[config.mk]
export PLATFORM = sky130hd
export DESIGN_NAME = imu_deadband_dead_reckoning_unit
export DESIGN_NICKNAME = d
export VERILOG_FILES = /design/src/rtl/idr_pkg.sv /design/src/rtl/idr_ctrl.sv /design/src/rtl/idr_datapath.sv /design/src/rtl/imu_deadband_dead_reckoning_unit.sv
export SDC_FILE = /design/constraint.sdc
export NUM_CORES = 2
export LEC_CHECK = 0
export BUFFER_PORTS_ARGS = -buffer_cell sky130_fd_sc_hd__buf_4
export CORE_UTILIZATION = 55
export DETAILED_ROUTE_END_ITERATION = 10
export GPL_TIMING_DRIVEN = 0
export PLACE_DENSITY_LB_ADDON = 0.1
export SETUP_SLACK_MARGIN = 0.4
export SLEW_MARGIN = 15
export SYNTH_ARGS = -nofsm -noshare
export SYNTH_HDL_FRONTEND = slang
export SYNTH_HIERARCHICAL = 1
export SYNTH_SLANG_ARGS = --single-unit
[constraint.sdc]
create_clock -name clk -period 25.4 [get_ports clk]
set_clock_uncertainty 0.1 [all_clocks]
set_input_delay 3.81 -clock clk [delete_from_list [all_inputs] [get_ports clk]]
set_output_delay 3.81 -clock clk [all_outputs]
set_load 0.01 [all_outputs]
[src/rtl/idr_pkg.sv]
// Shared widths, codes and controller/datapath interface types
// for the dead-reckoning unit. No dependencies.
`timescale 1ns / 1ps
`default_nettype none
package idr_pkg;

  localparam int VEL_WIDTH  = 48;
  localparam int POS_WIDTH  = 64;
  localparam int ACC_IN_W   = 16;
  localparam int DT_W       = 16;
  localparam int THR_W      = 15;
  localparam int INTV_W     = 16;
  localparam int SINCE_W    = 17;
  localparam int OUT_W      = 64;
  localparam int CFG_IDX_W  = 1;
  localparam int CFG_DATA_W = 16;
  localparam int NUM_AXES   = 3;
  localparam int AXIS_W     = 2;

  // velocity is multiplied by dt in two halves on the shared multiplier
  localparam int VEL_LO  = VEL_WIDTH / 2;
  localparam int VEL_HI  = VEL_WIDTH - VEL_LO;
  localparam int MUL_AW  = VEL_HI + 1;
  localparam int MUL_PW  = MUL_AW + DT_W + 1;
  localparam int APROD_W = ACC_IN_W + DT_W + 1;
  localparam int SUMV_W  = VEL_WIDTH + 2;
  localparam int ACC_W   = ((POS_WIDTH > VEL_WIDTH + DT_W + 1) ?
                            POS_WIDTH : VEL_WIDTH + DT_W + 1) + 1;

  localparam logic [CFG_IDX_W-1:0] CFG_DEADBAND = 1'b0;
  localparam logic [CFG_IDX_W-1:0] CFG_INTERVAL = 1'b1;

  localparam logic [THR_W-1:0]  THR_RESET  = 15'd10;
  localparam logic [INTV_W-1:0] INTV_RESET = 16'd100;

  localparam logic [AXIS_W-1:0] LAST_AXIS = AXIS_W'(NUM_AXES - 1);

  typedef enum logic [3:0] {
    OP_NONE,
    OP_LOAD,
    OP_MUL_ACC,
    OP_VEL,
    OP_MUL_LO,
    OP_MUL_HI,
    OP_POS,
    OP_TIME,
    OP_OUT
  } op_t;

  typedef struct packed {
    op_t               op;
    logic [AXIS_W-1:0] axis;
  } cmd_t;

  typedef struct packed {
    logic dt_zero;
    logic report;
  } status_t;

endpackage
`default_nettype wire

[src/rtl/idr_ctrl.sv]
// Sequencer for the dead-reckoning unit: steps each axis through the
// shared-multiplier schedule and owns the handshakes. Uses idr_pkg.
`timescale 1ns / 1ps
`default_nettype none
module idr_ctrl (
  input  wire logic             clk,
  input  wire logic             rst_n,
  input  wire logic             in_valid,
  output logic                  in_ready,
  output logic                  out_valid,
  input  wire logic             out_ready,
  input  wire idr_pkg::status_t status,
  output idr_pkg::cmd_t         cmd
);

  typedef enum logic [2:0] {
    S_IDLE,
    S_MUL_A,
    S_VEL,
    S_MUL_LO,
    S_MUL_HI,
    S_POS,
    S_TIME,
    S_OUT
  } state_t;

  state_t                       state_r, state_nxt;
  logic [idr_pkg::AXIS_W-1:0]   axis_r, axis_nxt;
  logic                         out_valid_r, out_valid_nxt;

  always_comb begin
    state_nxt     = state_r;
    axis_nxt      = axis_r;
    out_valid_nxt = out_valid_r;
    cmd.op        = idr_pkg::OP_NONE;
    cmd.axis      = axis_r;
    if (out_valid_r && out_ready) begin
      out_valid_nxt = 1'b0;
    end
    case (state_r)
      S_IDLE: begin
        if (in_valid) begin
          cmd.op   = idr_pkg::OP_LOAD;
          axis_nxt = '0;
          if (!status.dt_zero) begin
            state_nxt = S_MUL_A;
          end
        end
      end
      S_MUL_A: begin
        cmd.op    = idr_pkg::OP_MUL_ACC;
        state_nxt = S_VEL;
      end
      S_VEL: begin
        cmd.op    = idr_pkg::OP_VEL;
        state_nxt = S_MUL_LO;
      end
      S_MUL_LO: begin
        cmd.op    = idr_pkg::OP_MUL_LO;
        state_nxt = S_MUL_HI;
      end
      S_MUL_HI: begin
        cmd.op    = idr_pkg::OP_MUL_HI;
        state_nxt = S_POS;
      end
      S_POS: begin
        cmd.op = idr_pkg::OP_POS;
        if (axis_r == idr_pkg::LAST_AXIS) begin
          state_nxt = S_TIME;
        end else begin
          axis_nxt  = axis_r + 1'b1;
          state_nxt = S_MUL_A;
        end
      end
      S_TIME: begin
        cmd.op    = idr_pkg::OP_TIME;
        state_nxt = status.report ? S_OUT : S_IDLE;
      end
      S_OUT: begin
        // hold the report until the output register is free
        if (!out_valid_r || out_ready) begin
          cmd.op        = idr_pkg::OP_OUT;
          out_valid_nxt = 1'b1;
          state_nxt     = S_IDLE;
        end
      end
      default: begin
        state_nxt = S_IDLE;
      end
    endcase
  end

  always_ff @(posedge clk) begin
    if (!rst_n) begin
      state_r     <= S_IDLE;
      axis_r      <= '0;
      out_valid_r <= 1'b0;
    end else begin
      state_r     <= state_nxt;
      axis_r      <= axis_nxt;
      out_valid_r <= out_valid_nxt;
    end
  end

  assign in_ready  = (state_r == S_IDLE);
  assign out_valid = out_valid_r;

endmodule
`default_nettype wire

[src/rtl/idr_datapath.sv]
// Datapath for the dead-reckoning unit: config registers, deadband, shared
// multiplier, saturating velocity/position state and report timer. Uses idr_pkg.
`timescale 1ns / 1ps
`default_nettype none
module idr_datapath (
  input  wire logic                              clk,
  input  wire logic                              rst_n,
  input  wire logic                              cfg_write_en,
  input  wire logic [idr_pkg::CFG_IDX_W-1:0]     cfg_index,
  input  wire logic [idr_pkg::CFG_DATA_W-1:0]    cfg_data,
  input  wire logic signed [idr_pkg::ACC_IN_W-1:0] in_accel_x,
  input  wire logic signed [idr_pkg::ACC_IN_W-1:0] in_accel_y,
  input  wire logic signed [idr_pkg::ACC_IN_W-1:0] in_accel_z,
  input  wire logic [idr_pkg::DT_W-1:0]          in_elapsed_ms,
  output logic signed [idr_pkg::OUT_W-1:0]       out_pos_x,
  output logic signed [idr_pkg::OUT_W-1:0]       out_pos_y,
  output logic signed [idr_pkg::OUT_W-1:0]       out_pos_z,
  input  wire idr_pkg::cmd_t                     cmd,
  output idr_pkg::status_t                       status
);

  localparam int VEL_WIDTH = idr_pkg::VEL_WIDTH;
  localparam int POS_WIDTH = idr_pkg::POS_WIDTH;
  localparam int ACC_IN_W  = idr_pkg::ACC_IN_W;
  localparam int DT_W      = idr_pkg::DT_W;
  localparam int THR_W     = idr_pkg::THR_W;
  localparam int SINCE_W   = idr_pkg::SINCE_W;
  localparam int OUT_W     = idr_pkg::OUT_W;
  localparam int VEL_LO    = idr_pkg::VEL_LO;
  localparam int MUL_AW    = idr_pkg::MUL_AW;
  localparam int MUL_PW    = idr_pkg::MUL_PW;
  localparam int APROD_W   = idr_pkg::APROD_W;
  localparam int SUMV_W    = idr_pkg::SUMV_W;
  localparam int ACC_W     = idr_pkg::ACC_W;
  localparam int NUM_AXES  = idr_pkg::NUM_AXES;

  logic [THR_W-1:0]              thr_r;
  logic [idr_pkg::INTV_W-1:0]    intv_r;
  logic [SINCE_W-1:0]            since_r, since_sum;
  logic signed [VEL_WIDTH-1:0]   vel_r [NUM_AXES];
  logic signed [POS_WIDTH-1:0]   pos_r [NUM_AXES];

  logic signed [ACC_IN_W-1:0]    accel_r [NUM_AXES];
  logic [DT_W-1:0]               dt_r;
  logic signed [MUL_PW-1:0]      prod_r;
  logic signed [ACC_W-1:0]       acc_r, acc_nxt;

  logic signed [ACC_IN_W-1:0]    a_sel, a_db;
  logic [ACC_IN_W:0]             a_mag;
  logic signed [VEL_WIDTH-1:0]   vel_sel, vel_sat;
  logic signed [POS_WIDTH-1:0]   pos_sel, pos_sat;
  logic signed [MUL_AW-1:0]      mul_a;
  logic signed [DT_W:0]          mul_b;
  logic signed [MUL_PW-1:0]      mul_p;
  logic signed [APROD_W-1:0]     a_prod;
  logic signed [SUMV_W-1:0]      v_sum;
  logic signed [ACC_W-1:0]       p_sum;

  assign a_sel   = accel_r[cmd.axis];
  assign vel_sel = vel_r[cmd.axis];
  assign pos_sel = pos_r[cmd.axis];

  // deadband: magnitude of the most negative code is 2^15
  assign a_mag = a_sel[ACC_IN_W-1] ? ((ACC_IN_W + 1)'(0) - {a_sel[ACC_IN_W-1], a_sel})
                                   : {1'b0, a_sel};
  assign a_db  = (a_mag < (ACC_IN_W + 1)'(thr_r)) ? '0 : a_sel;

  always_comb begin
    case (cmd.op)
      idr_pkg::OP_MUL_ACC: mul_a = MUL_AW'(a_db);
      idr_pkg::OP_MUL_LO:  mul_a = MUL_AW'(vel_sel[VEL_LO-1:0]);
      idr_pkg::OP_MUL_HI:  mul_a = MUL_AW'(signed'(vel_sel[VEL_WIDTH-1:VEL_LO]));
      default:             mul_a = '0;
    endcase
  end

  assign mul_b = {1'b0, dt_r};
  assign mul_p = mul_a * mul_b;

  // velocity update, saturating
  assign a_prod = prod_r[APROD_W-1:0];
  assign v_sum  = SUMV_W'(vel_sel) + SUMV_W'(a_prod);

  always_comb begin
    if (v_sum[SUMV_W-1:VEL_WIDTH-1] == '0 || v_sum[SUMV_W-1:VEL_WIDTH-1] == '1) begin
      vel_sat = v_sum[VEL_WIDTH-1:0];
    end else if (v_sum[SUMV_W-1]) begin
      vel_sat = {1'b1, {(VEL_WIDTH - 1){1'b0}}};
    end else begin
      vel_sat = {1'b0, {(VEL_WIDTH - 1){1'b1}}};
    end
  end

  // position update: low half already folded into acc_r, add high half
  assign acc_nxt = ACC_W'(pos_sel) + ACC_W'(prod_r[VEL_LO+DT_W-1:0]);
  assign p_sum   = acc_r + (ACC_W'(prod_r) <<< VEL_LO);

  always_comb begin
    if (p_sum[ACC_W-1:POS_WIDTH-1] == '0 || p_sum[ACC_W-1:POS_WIDTH-1] == '1) begin
      pos_sat = p_sum[POS_WIDTH-1:0];
    end else if (p_sum[ACC_W-1]) begin
      pos_sat = {1'b1, {(POS_WIDTH - 1){1'b0}}};
    end else begin
      pos_sat = {1'b0, {(POS_WIDTH - 1){1'b1}}};
    end
  end

  assign since_sum      = since_r + SINCE_W'(dt_r);
  assign status.report  = (since_sum >= SINCE_W'(intv_r));
  assign status.dt_zero = (in_elapsed_ms == '0);

  always_ff @(posedge clk) begin
    if (!rst_n) begin
      thr_r   <= idr_pkg::THR_RESET;
      intv_r  <= idr_pkg::INTV_RESET;
      since_r <= '0;
      for (int i = 0; i < NUM_AXES; i++) begin
        vel_r[i] <= '0;
        pos_r[i] <= '0;
      end
    end else begin
      if (cfg_write_en) begin
        case (cfg_index)
          idr_pkg::CFG_DEADBAND: thr_r  <= cfg_data[THR_W-1:0];
          idr_pkg::CFG_INTERVAL: intv_r <= cfg_data;
          default: begin
          end
        endcase
      end
      case (cmd.op)
        idr_pkg::OP_VEL:  vel_r[cmd.axis] <= vel_sat;
        idr_pkg::OP_POS:  pos_r[cmd.axis] <= pos_sat;
        idr_pkg::OP_TIME: since_r <= status.report ? '0 : since_sum;
        default: begin
        end
      endcase
    end
  end

  always_ff @(posedge clk) begin
    case (cmd.op)
      idr_pkg::OP_LOAD: begin
        accel_r[0] <= in_accel_x;
        accel_r[1] <= in_accel_y;
        accel_r[2] <= in_accel_z;
        dt_r       <= in_elapsed_ms;
      end
      idr_pkg::OP_MUL_ACC, idr_pkg::OP_MUL_LO: begin
        prod_r <= mul_p;
      end
      idr_pkg::OP_MUL_HI: begin
        prod_r <= mul_p;
        acc_r  <= acc_nxt;
      end
      idr_pkg::OP_OUT: begin
        out_pos_x <= OUT_W'(pos_r[0]);
        out_pos_y <= OUT_W'(pos_r[1]);
        out_pos_z <= OUT_W'(pos_r[2]);
      end
      default: begin
      end
    endcase
  end

endmodule
`default_nettype wire

[src/rtl/imu_deadband_dead_reckoning_unit.sv]
// Top level of the dead-reckoning unit: joins the sequencer and datapath.
// Depends on idr_pkg, idr_ctrl and idr_datapath.
//
//   channel  | handshake             | payload
//   ---------+-----------------------+----------------------------------------
//   input    | in_valid / in_ready   | in_accel_x/y/z, in_elapsed_ms
//   result   | out_valid / out_ready | out_pos_x/y/z
//   config   | cfg_write_en          | cfg_index, cfg_data
//
// A request with nonzero elapsed time holds in_ready low while it steps each
// axis in turn through the one shared multiplier (accel*dt, then low and
// high halves of velocity*dt), then updates the timer and any report.
// A request with zero elapsed time is taken and dropped; in_ready stays high.
// Reset is synchronous; state clears at once, with no clearing pass.
// A report waits while the output register still holds an untaken result.
`timescale 1ns / 1ps
`default_nettype none
module imu_deadband_dead_reckoning_unit (
  input  wire logic                                clk,
  input  wire logic                                rst_n,
  input  wire logic                                cfg_write_en,
  input  wire logic [idr_pkg::CFG_IDX_W-1:0]       cfg_index,
  input  wire logic [idr_pkg::CFG_DATA_W-1:0]      cfg_data,
  input  wire logic                                in_valid,
  output logic                                     in_ready,
  input  wire logic signed [idr_pkg::ACC_IN_W-1:0] in_accel_x,
  input  wire logic signed [idr_pkg::ACC_IN_W-1:0] in_accel_y,
  input  wire logic signed [idr_pkg::ACC_IN_W-1:0] in_accel_z,
  input  wire logic [idr_pkg::DT_W-1:0]            in_elapsed_ms,
  output logic                                     out_valid,
  input  wire logic                                out_ready,
  output logic signed [idr_pkg::OUT_W-1:0]         out_pos_x,
  output logic signed [idr_pkg::OUT_W-1:0]         out_pos_y,
  output logic signed [idr_pkg::OUT_W-1:0]         out_pos_z
);

  idr_pkg::cmd_t    cmd;
  idr_pkg::status_t status;

  idr_ctrl u_ctrl (
    .clk       (clk),
    .rst_n     (rst_n),
    .in_valid  (in_valid),
    .in_ready  (in_ready),
    .out_valid (out_valid),
    .out_ready (out_ready),
    .status    (status),
    .cmd       (cmd)
  );

  idr_datapath u_datapath (
    .clk           (clk),
    .rst_n         (rst_n),
    .cfg_write_en  (cfg_write_en),
    .cfg_index     (cfg_index),
    .cfg_data      (cfg_data),
    .in_accel_x    (in_accel_x),
    .in_accel_y    (in_accel_y),
    .in_accel_z    (in_accel_z),
    .in_elapsed_ms (in_elapsed_ms),
    .out_pos_x     (out_pos_x),
    .out_pos_y     (out_pos_y),
    .out_pos_z     (out_pos_z),
    .cmd           (cmd),
    .status        (status)
  );

endmodule
`default_nettype wire

==> Word-level counts from Yosys, hierarchy flattened <==
Memories as Yosys holds them, arrays and structs flattened. A register that Yosys moved wholly into a read port is not among the register bits.
Cells that the tools add are included.
{ "classes": {"n_mul": 1, "magnitude_cmp": 2, "div_mod_pow": 0, "n_eq_ne": 22, "muxes": 44, "add_sub_neg": 6, "reduce_logical": 17, "shift": 0, "bitwise": 1} }
{ "op_table": {"columns": ["operator", "count"], "rows": [
  ["2-to-1 mux 64 bit", 3],
  ["2-to-1 mux 48 bit", 3],
  ["case mux 25 bit (3 select lines)", 1],
  ["adder 66 bit", 1],
  ["adder 64 x 41 -> 65 bit", 1],
  ["OR reduction 64 bit", 1],
  ["adder 48 x 33 -> 49 bit", 1],
  ["OR reduction 48 bit", 1],
  ["multiplier 25 x 17 -> 42 bit", 1],
  ["2-to-1 mux 17 bit", 2],
  ["case mux 4 bit (8 select lines)", 1],
  ["case mux 3 bit (8 select lines)", 1],
  ["2-to-1 mux 2 bit", 10],
  ["equality test 3 bit (second input constant)", 6],
  ["adder 17 x 16 -> 17 bit", 1],
  [">= comparator 17 x 16 -> 1 bit", 1],
  ["< comparator 17 x 15 -> 1 bit", 1],
  ["subtractor 1 x 16 -> 17 bit (first input constant)", 1],
  ["equality test 4 x 3 -> 1 bit (second input constant)", 4],
  ["zero test 16 bit", 1],
  ["2-to-1 mux 16 bit", 1],
  ["2-to-1 mux 1 bit", 15],
  ["2-to-1 mux 3 bit", 5],
  ["zero test 3 bit", 3],
  ["other kinds (19)", 27]
]} }
{ "totals": {"latch_bits": 0, "rom_bits": 0, "register_bits": 178, "mem_bits_rw": 384, "n_memories": 3} }
{ "memory_table": {"columns": ["name", "words", "word_bits", "read_ports", "rd_ports_with_merged_regs", "write_ports", "line_no", "source"], "rows": [
  ["u_datapath.pos_r", 3, 64, 4, 4, 3, "idr_datapath.sv:41", "logic signed [POS_WIDTH-1:0] pos_r [NUM_AXES];"],
  ["u_datapath.vel_r", 3, 48, 1, 1, 3, "idr_datapath.sv:40", "logic signed [VEL_WIDTH-1:0] vel_r [NUM_AXES];"],
  ["u_datapath.accel_r", 3, 16, 1, 1, 3, "idr_datapath.sv:43", "logic signed [ACC_IN_W-1:0] accel_r [NUM_AXES];"]
]} }

==> Depth between registers and ports, before layout <==
{ "depth": {"ltp_word": 10, "ltp_mapped": 43} }

==> Modules after synthesis <==
The synthesis kept the hierarchy.
{ "by_module_without_submodules": {"columns": ["module", "cells_per_inst", "instances", "seq_area_each_um2", "area_per_inst_um2"], "rows": [
  ["idr_datapath", 4841, 1, 25314.3, 56132.6],
  ["idr_ctrl", 49, 1, 120.1, 436.7]
]} }

==> Worst setup path before layout <==
No wires, ideal clock.
{ "synth_timing": {"path_type": "input-to-reg", "startpoint": "input port out_ready", "endpoint": "register u_datapath/out_pos_x[0] (netlist name) (read register of u_datapath.pos_r) (enable)", "setup_ps": 1283, "required_time_ps": 24017, "setup_slack_ps": 10, "cell_stages": 3, "t_arrival_ps": 24007, "path_cell_list": "and2b_2 -> nor2b_1 -> nor4b_1"} }
{ "synth_lines": {"columns": ["item", "line_no", "source"], "rows": [
  ["start, declared", "imu_deadband_dead_reckoning_unit.sv:31", "input wire logic out_ready,"],
  ["end, declared", "idr_datapath.sv:15", "output logic signed [idr_pkg::OUT_W-1:0] out_pos_x,"]
]} }

==> flow_summary.toml <==
[run_status]
outcome = "finished, final reports clean"

[critical_path]
endpoint_kind = "register"
worstSetupPathType = "reg -> reg"
cpPeakStageDelay_ns = 0.75
crit_top_cell = "fa_1"
crit_slowest_cell = "buf_2"
start_kind = "register"
crit_arrival_ns = 13.74
required_ns = 25.77
critical_path_peak_fanout = 10

[placement]
portBuffers = 279
dp_hpwl_um = 129000
dp_cells = 6576
gp_congestion = 0.9735

[final_layout]
final_cell_count_no_fill = 6737
area_growth_pct = 13.24
layout-drive-gt1-share_pct = 13.34
layout_common_cells = "edfxtp_1 (811), inv_1 (591), nand2_1 (413)"
layout_commonest_cell = "edfxtp_1"
nets = 6061

[grt]
first_global_vias = 39423
grt_pass1_wl_um = 247600
overflow = 0
grt_use_total_pct = 32.50
grt_max_degree = 48
grt_antenna_before_repair = 3

[synth]
synth_area_per_cell_sq_um = 11.57
ys_seq_area_share_pct = 44.96
async_reset_ff_share_pct = 0
yosys_warnings = 6
syn_nets = 5651
netlist_area_sq_um = 56570
syn_inst = 4890
synth-edff-count = 811
synth.ff_latch_count = 865
ys_types = 89
synth_ff_type = "edfxtp_1"

[clock_network]
cts_root_buf = "clkbuf_16"
cts_max_path_buffers = 3
cts_tree = "done"
htree_levels = 3
post_cts_buffers = 0
clkSlewWorstSetupHoldPaths_ns = 0.06
numCtsBuffers = 90
clkSinkCount = 865
clock_latency_ns = 0.71
hold_buffers = 0
cts_resized = 0

[pwr]
p_comb_share_pct = 54.0
power_mw = 7.312
power.internal_mw = 4.045
ir_drop_v = 0.00007355
power.switching_mw = 3.267
power_frac_clock_pct = 18.4
power.leakage_nw = 26.43
swShare_pct = 44.68
powerDensity_nw_per_um2 = 114.1
power_frac_seq_pct = 27.6

[sta]
min_period_ns = 13.37
max_slew_margin_pct = 10.64
fin_crit_sh_pct = 52.64
tightest_slew_ns = 1.340
finalSetupTns_ns = 0
setup_viol = 0
rsz0062_at_grt = "no"
finalHoldViolations = 0
slew_violations = 0
max_freq_mhz = 74.80

[drt]
via_count = 39961
post_drt_wl_per_cell_um = 24.85
ant_nets = 0
drt_pass1_iterations = 6
drt-total-wl_um = 167400
routed_via_density = 5.932
drc = 0
dr.first_iter.drc_count = 3735

[floorplanning]
die_y_um = 322.7
ioPinCount = 280
initial_core_util_pct = 55.52
rows = 117
die_area_sq_um = 104100
core-area_sq_um = 101900
die_w_um = 322.7

[worst_hold_path]
hp-class = "reg -> reg"

[job]
maxCapViolations = 0
worst max-delay path, delay by kind of cell, from the launching register on:
family          cells  cell delay (ns)
buf+inv             7             2.57
fa+ha+maj           8             3.56
simple gates        5             1.10
xor+xnor            2             0.44
mux                 1             0.26
compound gates     17             4.72
flops               1             0.36
logic make-up after synthesis:
| group | synth area share (%) |
|---|---|
| xor+xnor | 3.298 |
| flops | 44.96 |
| compound gates | 10.66 |
| fa+ha+maj | 20.17 |
| simple gates | 9.991 |
| buf+inv | 5.967 |
| mux | 4.952 |
registers in the layout, indices dropped and copies added (netlist names), 17 cells and up:
signal,cells
u_datapath/acc_r,65
u_datapath/out_pos_x,64
u_datapath/out_pos_z,64
u_datapath/since_r,17
u_datapath/vel_r,192
u_datapath/accel_r,48
u_datapath/pos_r,256
u_datapath/prod_r,42
u_datapath/out_pos_y,64
final cells by class:
cell class / instances / area (sq um)
buffer: 235 / 1161
tap: 1368 / 1712
inverter: 592 / 2222
clock buffer: 108 / 2394
sequential: 865 / 25430
fill: 8170 / 37830
antenna: 1 / 2.502
clock inverter: 52 / 603.1
multi-input combinational: 3198 / 27860
timing repair buffer: 318 / 2674
metal layers:
layer	GRT usage, %	vias up	wire length [um]
met2	50.83	1937	75550
met4	15.43	4	8991
met5	0	-	27
met3	5.531	382	15080
met1	44.41	19790	67760
li1	-	17848	-
power by group through the flow:
stage               Combinational [mW]  Sequential (mW)  Clock (mW)
finish                            3.95             2.02        1.35
global route                      4.37             2.01        1.42
detailed placement                3.87             2.04           0
global placement                  3.79             2.05           0
CTS                               3.90             2.01        1.37
floorplan                         2.77             1.93           0
Yosys cell counts (91+ instances only):
cell	count	area share [%]
a21o_1	91	1.2
a21oi_1	234	2.1
and2_1	195	2.2
clkbuf_1	149	0.99
edfxtp_1	811	43
fa_1	395	14
ha_1	280	6.2
inv_1	591	3.9
mux4_2	111	4.4
nand2_1	419	2.8
nor2_1	320	2.1
o21ai_0	242	2.1
o21ai_1	110	0.97
xnor2_1	141	2.2
through the flow:
stage                     util, %  instance area [sq um]  hold WS, ns  setup WS (ns)
after floorplan                 -                  56580       0.3207          9.785
after global placement      59.26                  60380       0.3269          5.434
after detailed placement    59.93                  61060       0.3304          11.56
after CTS                   62.87                  64060       0.3322          12.21
after global routing        62.87                  64060       0.3428          11.52
final                       62.87                  64060       0.3308          12.03
worst paths after layout:
| check | slack, ns | from | cells after the start | to |
|---|---|---|---|---|
| max | 12.03 | u_ctrl/axis_r[0] | 40 | u_datapath/prod_r[40] |
| max reg2reg | 12.03 | u_ctrl/axis_r[0] | 40 | u_datapath/prod_r[40] |
| min reg2reg | 0.33 | u_datapath/pos_r[0][37] | 0 | u_datapath/out_pos_x[37] |
| min | 0.33 | u_datapath/pos_r[0][37] | 0 | u_datapath/out_pos_x[37] |
(Power assumes the default switching activity.)
